### src/sv/ipsc_pkg.sv
// ----------------------------------------------------------------------------
// ipsc_pkg: shared types and constants of the incremental PID speed controller
// Holds the field widths, the register index codes, the direction codes and
// the structs that pass the gains, the loop state and one result between
// the top level and the datapath.
// ----------------------------------------------------------------------------
package ipsc_pkg;

    localparam int SpeedW  = 16;    // Q8.8 speed fields
    localparam int GainW   = 16;    // Q8.8 unsigned gains
    localparam int DutyW   = 14;    // duty, offset and limit
    localparam int ErrW    = 18;    // signed error after sign folding
    localparam int DriveW  = 16;    // signed drive kept between samples
    localparam int DirW    = 2;
    localparam int CfgIdxW = 3;
    localparam int CfgDatW = 16;

    // Reset values of the configuration registers.
    localparam logic [GainW-1:0] GainPropReset    = 16'd5120;
    localparam logic [GainW-1:0] GainIntegReset   = 16'd1280;
    localparam logic [GainW-1:0] GainDerivReset   = 16'd0;
    localparam logic [DutyW-1:0] DriveOffsetReset = 14'd1300;
    localparam logic [DutyW-1:0] DutyLimitReset   = 14'd10000;

    typedef enum logic [CfgIdxW-1:0] {
        REG_GAIN_PROP    = 3'd0,
        REG_GAIN_INTEG   = 3'd1,
        REG_GAIN_DERIV   = 3'd2,
        REG_DRIVE_OFFSET = 3'd3,
        REG_DUTY_LIMIT   = 3'd4
    } cfg_reg_t;

    localparam logic [DirW-1:0] DIR_CW   = 2'd0;
    localparam logic [DirW-1:0] DIR_CCW  = 2'd1;
    localparam logic [DirW-1:0] DIR_STOP = 2'd2;

    typedef struct packed {
        logic [GainW-1:0] gain_prop;
        logic [GainW-1:0] gain_integ;
        logic [GainW-1:0] gain_deriv;
        logic [DutyW-1:0] drive_offset;
        logic [DutyW-1:0] duty_limit;
    } ipsc_cfg_t;

    typedef struct packed {
        logic signed [ErrW-1:0]   last_error;
        logic signed [ErrW-1:0]   older_error;
        logic signed [DriveW-1:0] prior_drive;
    } ipsc_state_t;

    typedef struct packed {
        logic [DutyW-1:0] duty;
        logic [DirW-1:0]  turn_dir;
    } ipsc_result_t;

endpackage

### src/sv/ipsc_datapath.sv
// ----------------------------------------------------------------------------
// ipsc_datapath: one control step of the velocity-form PID
// Folds the request sign, forms the error, sums the three gain products,
// truncates toward zero to duty units, adds drive and offset and clamps.
// ----------------------------------------------------------------------------
module ipsc_datapath
    import ipsc_pkg::*;
(
    input  logic signed [SpeedW-1:0] speed_request,
    input  logic signed [SpeedW-1:0] speed_measured,
    input  ipsc_cfg_t                cfg,
    input  ipsc_state_t              state,
    output ipsc_state_t              state_next,
    output ipsc_result_t             result
);

    localparam int KW   = GainW + 2;          // sum of up to three gains
    localparam int PW   = KW + 1 + ErrW;      // product width
    localparam int AccW = PW + 3;
    localparam int DW   = AccW - 16;          // integer part of the sum
    localparam int SumW = DW + 2;

    logic                     req_neg;
    logic                     req_zero;
    logic signed [SpeedW:0]   req_abs;
    logic signed [SpeedW:0]   vel_fold;
    logic signed [ErrW-1:0]   err;
    logic        [KW-1:0]     k_a;
    logic        [KW-1:0]     k_b;
    logic signed [PW-1:0]     prod_a;
    logic signed [PW-1:0]     prod_b;
    logic signed [PW-1:0]     prod_c;
    logic signed [AccW-1:0]   acc;
    logic signed [DW-1:0]     delta;
    logic signed [SumW-1:0]   sum;
    logic        [DutyW-1:0]  duty_clamped;

    assign req_neg  = speed_request[SpeedW-1];
    assign req_zero = (speed_request == '0);

    // Negating in one extra bit keeps a request of the most negative value exact.
    always_comb
    begin
        if (req_neg)
        begin
            req_abs  = -(SpeedW+1)'(speed_request);
            vel_fold = -(SpeedW+1)'(speed_measured);
        end
        else
        begin
            req_abs  = (SpeedW+1)'(speed_request);
            vel_fold = (SpeedW+1)'(speed_measured);
        end
    end

    assign err = ErrW'(req_abs) - ErrW'(vel_fold);

    assign k_a = KW'(cfg.gain_prop) + KW'(cfg.gain_integ) + KW'(cfg.gain_deriv);
    assign k_b = KW'(cfg.gain_prop) + KW'({cfg.gain_deriv, 1'b0});

    assign prod_a = $signed({1'b0, k_a}) * err;
    assign prod_b = $signed({1'b0, k_b}) * state.last_error;
    assign prod_c = $signed({1'b0, cfg.gain_deriv}) * state.older_error;

    assign acc = AccW'(prod_a) - AccW'(prod_b) + AccW'(prod_c);

    // Arithmetic shift floors; a negative sum with a fraction moves up by one.
    assign delta = $signed(acc[AccW-1:16])
                 + DW'({1'b0, (acc[AccW-1] && (acc[15:0] != '0))});

    assign sum = SumW'(state.prior_drive) + SumW'(delta)
               + SumW'($signed({1'b0, cfg.drive_offset}));

    always_comb
    begin
        if (sum < 0)
            duty_clamped = '0;
        else if (sum > SumW'($signed({1'b0, cfg.duty_limit})))
            duty_clamped = cfg.duty_limit;
        else
            duty_clamped = sum[DutyW-1:0];
    end

    always_comb
    begin
        if (req_zero)
        begin
            state_next      = '0;
            result.duty     = '0;
            result.turn_dir = DIR_STOP;
        end
        else
        begin
            state_next.last_error  = err;
            state_next.older_error = state.last_error;
            state_next.prior_drive = $signed(DriveW'(duty_clamped))
                                   - $signed(DriveW'(cfg.drive_offset));
            result.duty            = duty_clamped;
            result.turn_dir        = req_neg ? DIR_CCW : DIR_CW;
        end
    end

endmodule

### src/sv/incremental_pid_speed_controller.sv
// ----------------------------------------------------------------------------
// incremental_pid_speed_controller: velocity-form PID for one motor
// Takes one speed sample per control period and returns the PWM duty and
// the turning direction, with gains, offset and limit set by register writes.
// ----------------------------------------------------------------------------
//
//  Channel   Handshake               Word
//  -------   ---------------------   -------------------------------------
//  input     in_valid / in_ready     speed_request, speed_measured (Q8.8)
//  output    out_valid / out_ready   duty, turn_dir
//  config    cfg_wr_en               cfg_index, cfg_wdata (write only)
//
//  A word passes from the input register through the datapath into the output
//  register, one word per cycle sustained while the output is not stalled.
//  The cycle is set by the error products and the clamp between the input
//  register and the output register. Reset clears the pipeline valids and
//  the loop state and loads the register defaults. A stalled output holds its
//  word; the input register still takes a new word while it is empty.
// ----------------------------------------------------------------------------
module incremental_pid_speed_controller
    import ipsc_pkg::*;
(
    input  logic                      clk,
    input  logic                      rst_n,
    input  logic                      in_valid,
    output logic                      in_ready,
    input  logic signed [SpeedW-1:0]  speed_request,
    input  logic signed [SpeedW-1:0]  speed_measured,
    output logic                      out_valid,
    input  logic                      out_ready,
    output logic        [DutyW-1:0]   duty,
    output logic        [DirW-1:0]    turn_dir,
    input  logic                      cfg_wr_en,
    input  logic        [CfgIdxW-1:0] cfg_index,
    input  logic        [CfgDatW-1:0] cfg_wdata
);

    ipsc_cfg_t                cfg_reg;
    ipsc_state_t              state_reg;
    ipsc_state_t              state_next;
    ipsc_result_t             result_next;
    logic                     s1_valid_reg;
    logic signed [SpeedW-1:0] s1_req_reg;
    logic signed [SpeedW-1:0] s1_meas_reg;
    logic                     out_valid_reg;
    ipsc_result_t             out_word_reg;
    logic                     out_free;
    logic                     s1_fire;
    logic                     in_fire;

    // The output register can take a word when it is empty or being read.
    assign out_free = !out_valid_reg || out_ready;
    assign s1_fire  = s1_valid_reg && out_free;
    assign in_ready = !s1_valid_reg || out_free;
    assign in_fire  = in_valid && in_ready;

    // Configuration registers. Unknown indexes are dropped.
    always_ff @(posedge clk or negedge rst_n)
    begin
        if (!rst_n)
        begin
            cfg_reg.gain_prop    <= GainPropReset;
            cfg_reg.gain_integ   <= GainIntegReset;
            cfg_reg.gain_deriv   <= GainDerivReset;
            cfg_reg.drive_offset <= DriveOffsetReset;
            cfg_reg.duty_limit   <= DutyLimitReset;
        end
        else if (cfg_wr_en)
        begin
            case (cfg_index)
                REG_GAIN_PROP:    cfg_reg.gain_prop    <= cfg_wdata;
                REG_GAIN_INTEG:   cfg_reg.gain_integ   <= cfg_wdata;
                REG_GAIN_DERIV:   cfg_reg.gain_deriv   <= cfg_wdata;
                REG_DRIVE_OFFSET: cfg_reg.drive_offset <= cfg_wdata[DutyW-1:0];
                REG_DUTY_LIMIT:   cfg_reg.duty_limit   <= cfg_wdata[DutyW-1:0];
                default:          ;
            endcase
        end
    end

    // The datapath sees the word in the input register and the loop state;
    // the state moves only when that word is handed to the output register,
    // so back-to-back words always see the result of their predecessor.
    ipsc_datapath u_datapath (
        .speed_request  (s1_req_reg),
        .speed_measured (s1_meas_reg),
        .cfg            (cfg_reg),
        .state          (state_reg),
        .state_next     (state_next),
        .result         (result_next)
    );

    always_ff @(posedge clk or negedge rst_n)
    begin
        if (!rst_n)
        begin
            s1_valid_reg  <= 1'b0;
            out_valid_reg <= 1'b0;
            state_reg     <= '0;
        end
        else
        begin
            if (in_ready)
                s1_valid_reg <= in_valid;
            if (out_free)
                out_valid_reg <= s1_valid_reg;
            if (s1_fire)
                state_reg <= state_next;
        end
    end

    // Payload registers carry no reset.
    always_ff @(posedge clk)
    begin
        if (in_fire)
        begin
            s1_req_reg  <= speed_request;
            s1_meas_reg <= speed_measured;
        end
        if (s1_fire)
            out_word_reg <= result_next;
    end

    assign out_valid = out_valid_reg;
    assign duty      = out_word_reg.duty;
    assign turn_dir  = out_word_reg.turn_dir;

`ifndef NO_ASSERTIONS
    // A stop word always leaves the motor without drive.
    a_stop_no_duty : assert property (@(posedge clk) disable iff (!rst_n)
        (out_valid && turn_dir == DIR_STOP) |-> (duty == '0))
        else $error("stop word carries a nonzero duty");

    // The clamp never lets the duty pass the configured limit.
    a_duty_limit : assert property (@(posedge clk) disable iff (!rst_n)
        out_valid |-> (duty <= cfg_reg.duty_limit))
        else $error("duty above duty_limit");

    // A zero request clears the loop history for the next sample.
    a_stop_clears : assert property (@(posedge clk) disable iff (!rst_n)
        (s1_fire && s1_req_reg == '0) |=>
            (state_reg.last_error == '0 && state_reg.older_error == '0 &&
             state_reg.prior_drive == '0))
        else $error("loop state not cleared by a zero request");

    // Loop state changes only when a word moves into the output register.
    a_state_hold : assert property (@(posedge clk) disable iff (!rst_n)
        !s1_fire |=> $stable(state_reg))
        else $error("loop state changed without a word");
`endif

endmodule

### config.mk
export PLATFORM = sky130hd
export DESIGN_NAME = incremental_pid_speed_controller
export DESIGN_NICKNAME = d
export VERILOG_FILES = /design/src/sv/ipsc_pkg.sv /design/src/sv/ipsc_datapath.sv /design/src/sv/incremental_pid_speed_controller.sv
export SDC_FILE = /design/constraint.sdc
export NUM_CORES = 2
export LEC_CHECK = 0
export BUFFER_PORTS_ARGS = -buffer_cell sky130_fd_sc_hd__clkbuf_2
export CORE_MARGIN = 2
export CORE_UTILIZATION = 40
export DETAILED_ROUTE_END_ITERATION = 8
export HOLD_SLACK_MARGIN = 0.1
export PLACE_DENSITY = 0.54
export SETUP_SLACK_MARGIN = 0.2
export SKIP_CTS_REPAIR_TIMING = 1
export SLEW_MARGIN = 10
export SYNTH_ARGS = -nofsm -noshare
export SYNTH_HDL_FRONTEND = slang
export SYNTH_SLANG_ARGS = --single-unit
export TNS_END_PERCENT = 5
### constraint.sdc
create_clock -name clk -period 19 [get_ports clk]
set_clock_uncertainty 0.15 [all_clocks]
set_input_delay 0 -clock clk [delete_from_list [all_inputs] [get_ports clk]]
set_output_delay 0 -clock clk [all_outputs]
set_load 0.05 [all_outputs]
Word-level counts from Yosys, hierarchy flattened
Cells that the tools add are included.

$add $sub $neg: 12. Multiply operators: 3. $lt $le $gt $ge: 2. Eq/ne operators: 4. Muxes and demuxes: 6. Reduce and logical (&&, ||, !) cells: 15.

Operator list (number): 19-bit by 18-bit multiplier with 37-bit output (2); 52-bit two-way mux (1); 38-bit by 35-bit adder with 39-bit output (1); 37-bit by 37-bit subtractor with 38-bit output (1); 17-bit by 18-bit multiplier with 35-bit output (1); 17-bit two-way mux (2); 16-bit negator with 17-bit output (2); 14-bit two-way mux (2); 25-bit by 15-bit adder with 26-bit output (1); 26-bit by 15-bit greater-than comparator with 1-bit output (1); 26-bit by 1-bit less-than comparator with 1-bit output (second input constant) (1); 16-bit by 24-bit adder with 25-bit output (1); 24-bit by 1-bit adder with 24-bit output (1); 16-bit by 17-bit adder with 18-bit output (1); 18-bit by 16-bit adder with 18-bit output (1); 17-bit by 17-bit subtractor with 18-bit output (1); 16-bit by 16-bit adder with 17-bit output (1); 16-bit zero test (1); 16-bit nonzero test (1); 14-bit by 14-bit subtractor with 15-bit output (1); 2-bit AND reduction (5); 3-bit by 2-bit == test with 1-bit output (second input constant) (2); 3-bit by 1-bit == test with 1-bit output (second input constant) (1); 3-bit == test (second input constant) (1); other kinds (5) (9).

Register bits: 178. Bits of input ports: 56. Output and inout bits: 18. Word-level logic and storage cells: 56.

Logic depth before layout (Yosys ltp)
Depth in word-level cells: 16. Mapped depth: 91. Gate-level depth less buffers: 89.

By module
Synthesis repeated with hierarchy kept, for this count alone.

Cells, all modules: 5047. Area total of the unflattened synthesis: 47197.8 um^2.

Modules (own cells, without submodules): ipsc_datapath (instances 1, cells an instance 4716, area an instance 40857.9 um^2, sequential area each 0.0 um^2); incremental_pid_speed_controller (instances 1, cells an instance 331, area an instance 6339.8 um^2, sequential area each 4710.8 um^2).

Worst setup path before layout
No wires, ideal clock.

Kind: flip-flop to flip-flop. Start point: register cfg_reg[61] (netlist bit). End point: register state_reg[13] (netlist bit). Setup time: 0.096 ns. Arrival time: 18.368 ns. Path slack: 0.387 ns. Cell stages (with the launch flop): 84. Clock period less this slack: 18.613 ns. Cell sequence: dfrtp_1 > ha_1 > a21o_1 > a21oi_1 > o21bai_1 > a21oi_1 > nor2b_1 > o21a_1 > o31a_1 > o41ai_1 > o21bai_1 > a21oi_1 > xnor2_1 > ha_1 > nand2_1 > o31ai_1 > a31oi_1 > xor2_1 > [48 not listed] > o31ai_1 > o2111ai_1 > nor4_1 > and4bb_2 > clkbuf_1 > nand4_1 > a21oi_1 > ha_1 > a21o_1 > a21o_1 > a21o_1 > a21o_1 > a21o_1 > a41o_1 > o41ai_1 > o21ai_0 > xnor2_1 > o31ai_1.

Cells in the longest elaborated chain, start to end: 15. Elaborated cells between the ends (all ways): 18. Those cells by class: add/sub (9); mul (2); order compare (2); mux (3); reduce/logical (2).

RTL lines: from (decl) (line incremental_pid_speed_controller.sv:38) `ipsc_cfg_t cfg_reg;`; 16-bit by 16-bit adder with 17-bit output (line ipsc_datapath.sv:58) `assign k_a = KW'(cfg.gain_prop) + KW'(cfg.gain_integ) + KW'(cfg.gain_deriv);`; 18-bit by 16-bit adder with 18-bit output (line ipsc_datapath.sv:58); 19-bit by 18-bit multiplier with 37-bit output (line ipsc_datapath.sv:61) `assign prod_a = $signed({1'b0, k_a}) * err;`; 37-bit by 37-bit subtractor with 38-bit output (*) (line ipsc_datapath.sv:65) `assign acc = AccW'(prod_a) - AccW'(prod_b) + AccW'(prod_c);`; 38-bit by 35-bit adder with 39-bit output (*) (line ipsc_datapath.sv:65); 16-bit nonzero test (line ipsc_datapath.sv:69) `+ DW'({1'b0, (acc[AccW-1] && (acc[15:0] != '0))});`; 1-bit logical AND (line ipsc_datapath.sv:69); 24-bit by 1-bit adder with 24-bit output (*) (line ipsc_datapath.sv:69); 16-bit by 24-bit adder with 25-bit output (*) (line ipsc_datapath.sv:71) `assign sum = SumW'(state.prior_drive) + SumW'(delta)`; 25-bit by 15-bit adder with 26-bit output (*) (line ipsc_datapath.sv:72) `+ SumW'($signed({1'b0, cfg.drive_offset}));`; 26-bit by 15-bit greater-than comparator with 1-bit output (line ipsc_datapath.sv:78) `else if (sum > SumW'($signed({1'b0, cfg.duty_limit})))`; 14-bit two-way mux (line ipsc_datapath.sv:78); 14-bit two-way mux (*) (line ipsc_datapath.sv:76) `if (sum < 0)`; named net u_datapath.duty_clamped[1] (line ipsc_datapath.sv:36) `logic [DutyW-1:0] duty_clamped;`; 14-bit by 14-bit subtractor with 15-bit output (*) (line ipsc_datapath.sv:97) `- $signed(DriveW'(cfg.drive_offset));`; 52-bit two-way mux (*) (line ipsc_datapath.sv:86) `if (req_zero)`; to (signal assigned) (line incremental_pid_speed_controller.sv:108) `state_reg <= state_next;`; to (decl) (line incremental_pid_speed_controller.sv:39) `ipsc_state_t state_reg;`.

The timed path passes the listed nets; every way through them passes the cells marked *. A chain may end at the register's enable or synchronous reset.

Worst setup path after layout
Start point: register cfg_reg[45] (netlist bit). End point: register state_reg[14] (netlist bit).

Cells in the longest elaborated chain, start to end: 15. Elaborated cells between the ends (all ways): 16. Those cells by class: add/sub (8); mul (1); order compare (2); mux (3); reduce/logical (2).

RTL lines (line): 16-bit by 16-bit adder with 17-bit output (*) (ipsc_datapath.sv:58); 18-bit by 16-bit adder with 18-bit output (*) (ipsc_datapath.sv:58); 19-bit by 18-bit multiplier with 37-bit output (*) (ipsc_datapath.sv:61); 37-bit by 37-bit subtractor with 38-bit output (*) (ipsc_datapath.sv:65); 38-bit by 35-bit adder with 39-bit output (*) (ipsc_datapath.sv:65); 16-bit nonzero test (ipsc_datapath.sv:69); 1-bit logical AND (ipsc_datapath.sv:69); 24-bit by 1-bit adder with 24-bit output (*) (ipsc_datapath.sv:69); 16-bit by 24-bit adder with 25-bit output (*) (ipsc_datapath.sv:71); 25-bit by 15-bit adder with 26-bit output (*) (ipsc_datapath.sv:72); 26-bit by 15-bit greater-than comparator with 1-bit output (ipsc_datapath.sv:78); 14-bit two-way mux (ipsc_datapath.sv:78); 14-bit two-way mux (*) (ipsc_datapath.sv:76); 14-bit by 14-bit subtractor with 15-bit output (*) (ipsc_datapath.sv:97); 52-bit two-way mux (*) (ipsc_datapath.sv:86).

Every way passes the cells marked *; elsewhere a longest branch is shown, timed or not.

==> impl_metrics.csv <==
group,metric,value,unit
route,vias,36520,
place,port_buffers,73,
setup_path,required,19.25,ns
floorplan,dieHeight,349.3,um
synthesis,yosys.area_share.simple,0.1518,
synthesis,synth_edf_count,48,
clocking,cts_htree_levels,4,
global_route,antenna_found_initial,11,
timing,rsz0062_at_grt,"true",
clocking,clk_latency,0.52,ns
timing,slew_violations,0,
floorplan,start_util,0.4034,
global_route,grt_pass1_vias,38500,
setup_path,arrival,18.95,ns
route,first_pass_iters,6,
clocking,clkSinkCount,177,
synthesis,postSynth.asyncResetShare,0.7288,
synthesis,synthAdderAreaFrac,0.5232,
synthesis,syn-cell-area,47700,um^2
place,postPlaceCellArea,52290,um^2
route,ant_nets,0,
clocking,cts-root-buf,"clkbuf_16",
timing,max_slew_margin,0.1983,
floorplan,io_pins,74,
global_route,grt_pass1_wl,228800,um
clocking,cts_tree,"yes",
floorplan,rows,126,
synthesis,synth-seq-area-share,0.09823,
setup_path,crit_top_cell,"fa_1",
flow_run,drv_cap,0,
timing,tightest_slew,1.203,ns
floorplan,die_x,349.3,um
synthesis,synth_top_area_cell,"fa_1",
global_route,overflow,0,
setup_path,worst_path_max_delay_cell,"fa_1",
global_route,grtUsageTotal,0.2476,
place,post-dp-hpwl,123100,um
timing,fmax,53.47,MHz
cells_and_area,layoutNonFillerInstCount,7148,
setup_path,crit_path_max_incr_delay,0.55,ns
synthesis,synth_fp_nets,6684,
timing,period_share,0.9842,
clocking,numCtsBuffers,17,
timing,setup_violations,0,
place,gp_congestion,0.9537,
route,wl,146600,um
synthesis,synth_top_area_share,0.4125,
hold_path,hold_class,"primary input to flop",
cells_and_area,fin_nets,7057,
synthesis,synth_ff_type,"dfrtp_1",
synthesis,syn_area_per_cell,9.133,um^2
timing,min_period,18.70,ns
synthesis,synth_area_leaders,"fa_1 41%, ha_1 11%, inv_1 9.2%",
cells_and_area,drive_gt1_frac,0.1259,
synthesis,synth_compound_area_frac,0.06830,
setup_path,worst_setup_path_end_kind,"flop",
route,drc_errors,0,
floorplan,die_area,122000,um^2
cells_and_area,fillers,11530,
synthesis,synth-xor-area-share,0.03263,
setup_path,crit_type,"flop to flop",
synthesis,ys.warnings.count,0,
clocking,clk_pin_slew,0.09,ns
cells_and_area,synthToLayoutAreaGrowth,13.77,%
synthesis,synth_top_family_by_area,"adder cells",
global_route,grt_max_degree,76,
outcome,status,"finished clean",
clocking,clk_path_buf_depth,2,
route,avgViaCountPerCell,5.109,
synthesis,synth_seq_cells,177,
floorplan,core,118200,um^2
route,drt_iter0_markers,2350,
cells_and_area,final_area,54270,um^2
timing,finalHoldViolCount,0,
route,detail_route.wl_per_cell,20.51,um
synthesis,muxShareOfSynthArea,0.01587,
cells_and_area,seq_area,4687,um^2
cells_and_area,fin_util,0.4590,
cells_and_area,multi_input_area,38220,um^2
synthesis,netlist_instances,5223,
cells_and_area,layout_commonest_cell,"inv_1",
setup_path,crit_fanout,11,
setup_path,startpoint_type,"flop",
cells_and_area,largest_register_ffs,76,
cells_and_area,layout_common_cells,"1170 x inv_1, 980 x fa_1, 619 x nand2_1, 418 x ha_1, 380 x buf_4",
synthesis,yosys.cell_types.count,96,
place,dp_cells,7005,
[final cells by class]
type | count | area share
Timing Repair Buffer | 566 | 0.08189
Inverter | 1173 | 0.08113
Clock inverter | 14 | 0.002997
Antenna cell | 3 | 0.0001383
Clock buffer | 18 | 0.007908
Tap cell | 1536 | 0.03541
Multi-Input combinational cell | 3661 | 0.7042
Sequential cell | 177 | 0.08636
[worst max-delay path, delay by kind of cell (launching register included)]
family	cells	cell delay, ns
fa+ha+maj	18	7.26
compound gates	32	5.54
simple gates	16	2.56
buf+inv	17	1.97
xor+xnor	5	0.70
flops	1	0.40
[final timing paths]
kind / startpoint / to / slack (ns) / cells after the start
hold reg to reg: state_reg[46]$_DFFE_PN0P_ / state_reg[46]$_DFFE_PN0P_ / 0.34 / 2
min in group asynchronous: rst_n / cfg_reg[13]$_DFFE_PN1P_ / 0.46 / 3
max in group asynchronous: rst_n / cfg_reg[43]$_DFFE_PN0P_ / 17.13 / 4
hold / removal: out_ready / out_valid$_DFFE_PN0P_ / 0.18 / 4
setup reg to reg: cfg_reg[45]$_DFFE_PN0P_ / state_reg[14]$_DFFE_PN0P_ / 0.30 / 88
setup / recovery: cfg_reg[45]$_DFFE_PN0P_ / state_reg[14]$_DFFE_PN0P_ / 0.30 / 88
[synthesized netlist by cell type, drive strengths merged (8+ instances only)]
cell and n:
inv 1173, fa 983, nand2 621, ha 422, nor2 267, and2 248, clkbuf 201, o21ai 134
a21oi 129, dfrtp 116, xnor2 116, nand3 75, nor2b 71, mux2 61, xor2 60, nand2b 59
edfxtp 48, a21o 46, or2 38, nor3 35, nand4 28, o31ai 24, a31oi 18, o21a 18
and3 16, nor4 15, o21bai 15, dfstp 13, a311oi 12, a211oi 11, buf 11, or3 11
a21boi 10, o211ai 10, nor4bb 9, o41ai 8
[layer usage]
metal  up-vias  track usage  share of wire
met5         -            0       0.000075
met3       166      0.02849          0.052
li1      16630            -              -
met1     18780       0.3457           0.45
met2       942       0.4110           0.47
met4         2      0.06070          0.024
[kinds of logic (layout without fill, tap and decap cells)]
logic type	count (synthesis)	after routing
DFF	177	177
and+or+nand+nor	1517	1517
other	1	4
xor gates and xnor gates	176	176
muxes	68	68
buffers and inverters	1385	1771
AOI/OAI and AO/OA	494	494
adders and majority gates	1405	1405
[metrics by stage]
stage | TNS [ns] | worst slack [ns] | hold slack, ns
2_1_floorplan | 0 | 0.3865 | -0.4456
3_3_place_gp | -1.289 | -0.3982 | -0.06847
3_5_place_dp | -3.454 | -0.7352 | -0.08365
4_1_cts | -4.331 | -0.8462 | -0.6531
5_1_grt | -3.402 | -0.7246 | 0.2120
6_report | 0 | 0.2996 | 0.1769
Power is not shown: default switching activity piles up to over one toggle a cycle in this logic, so the estimate is an artifact.
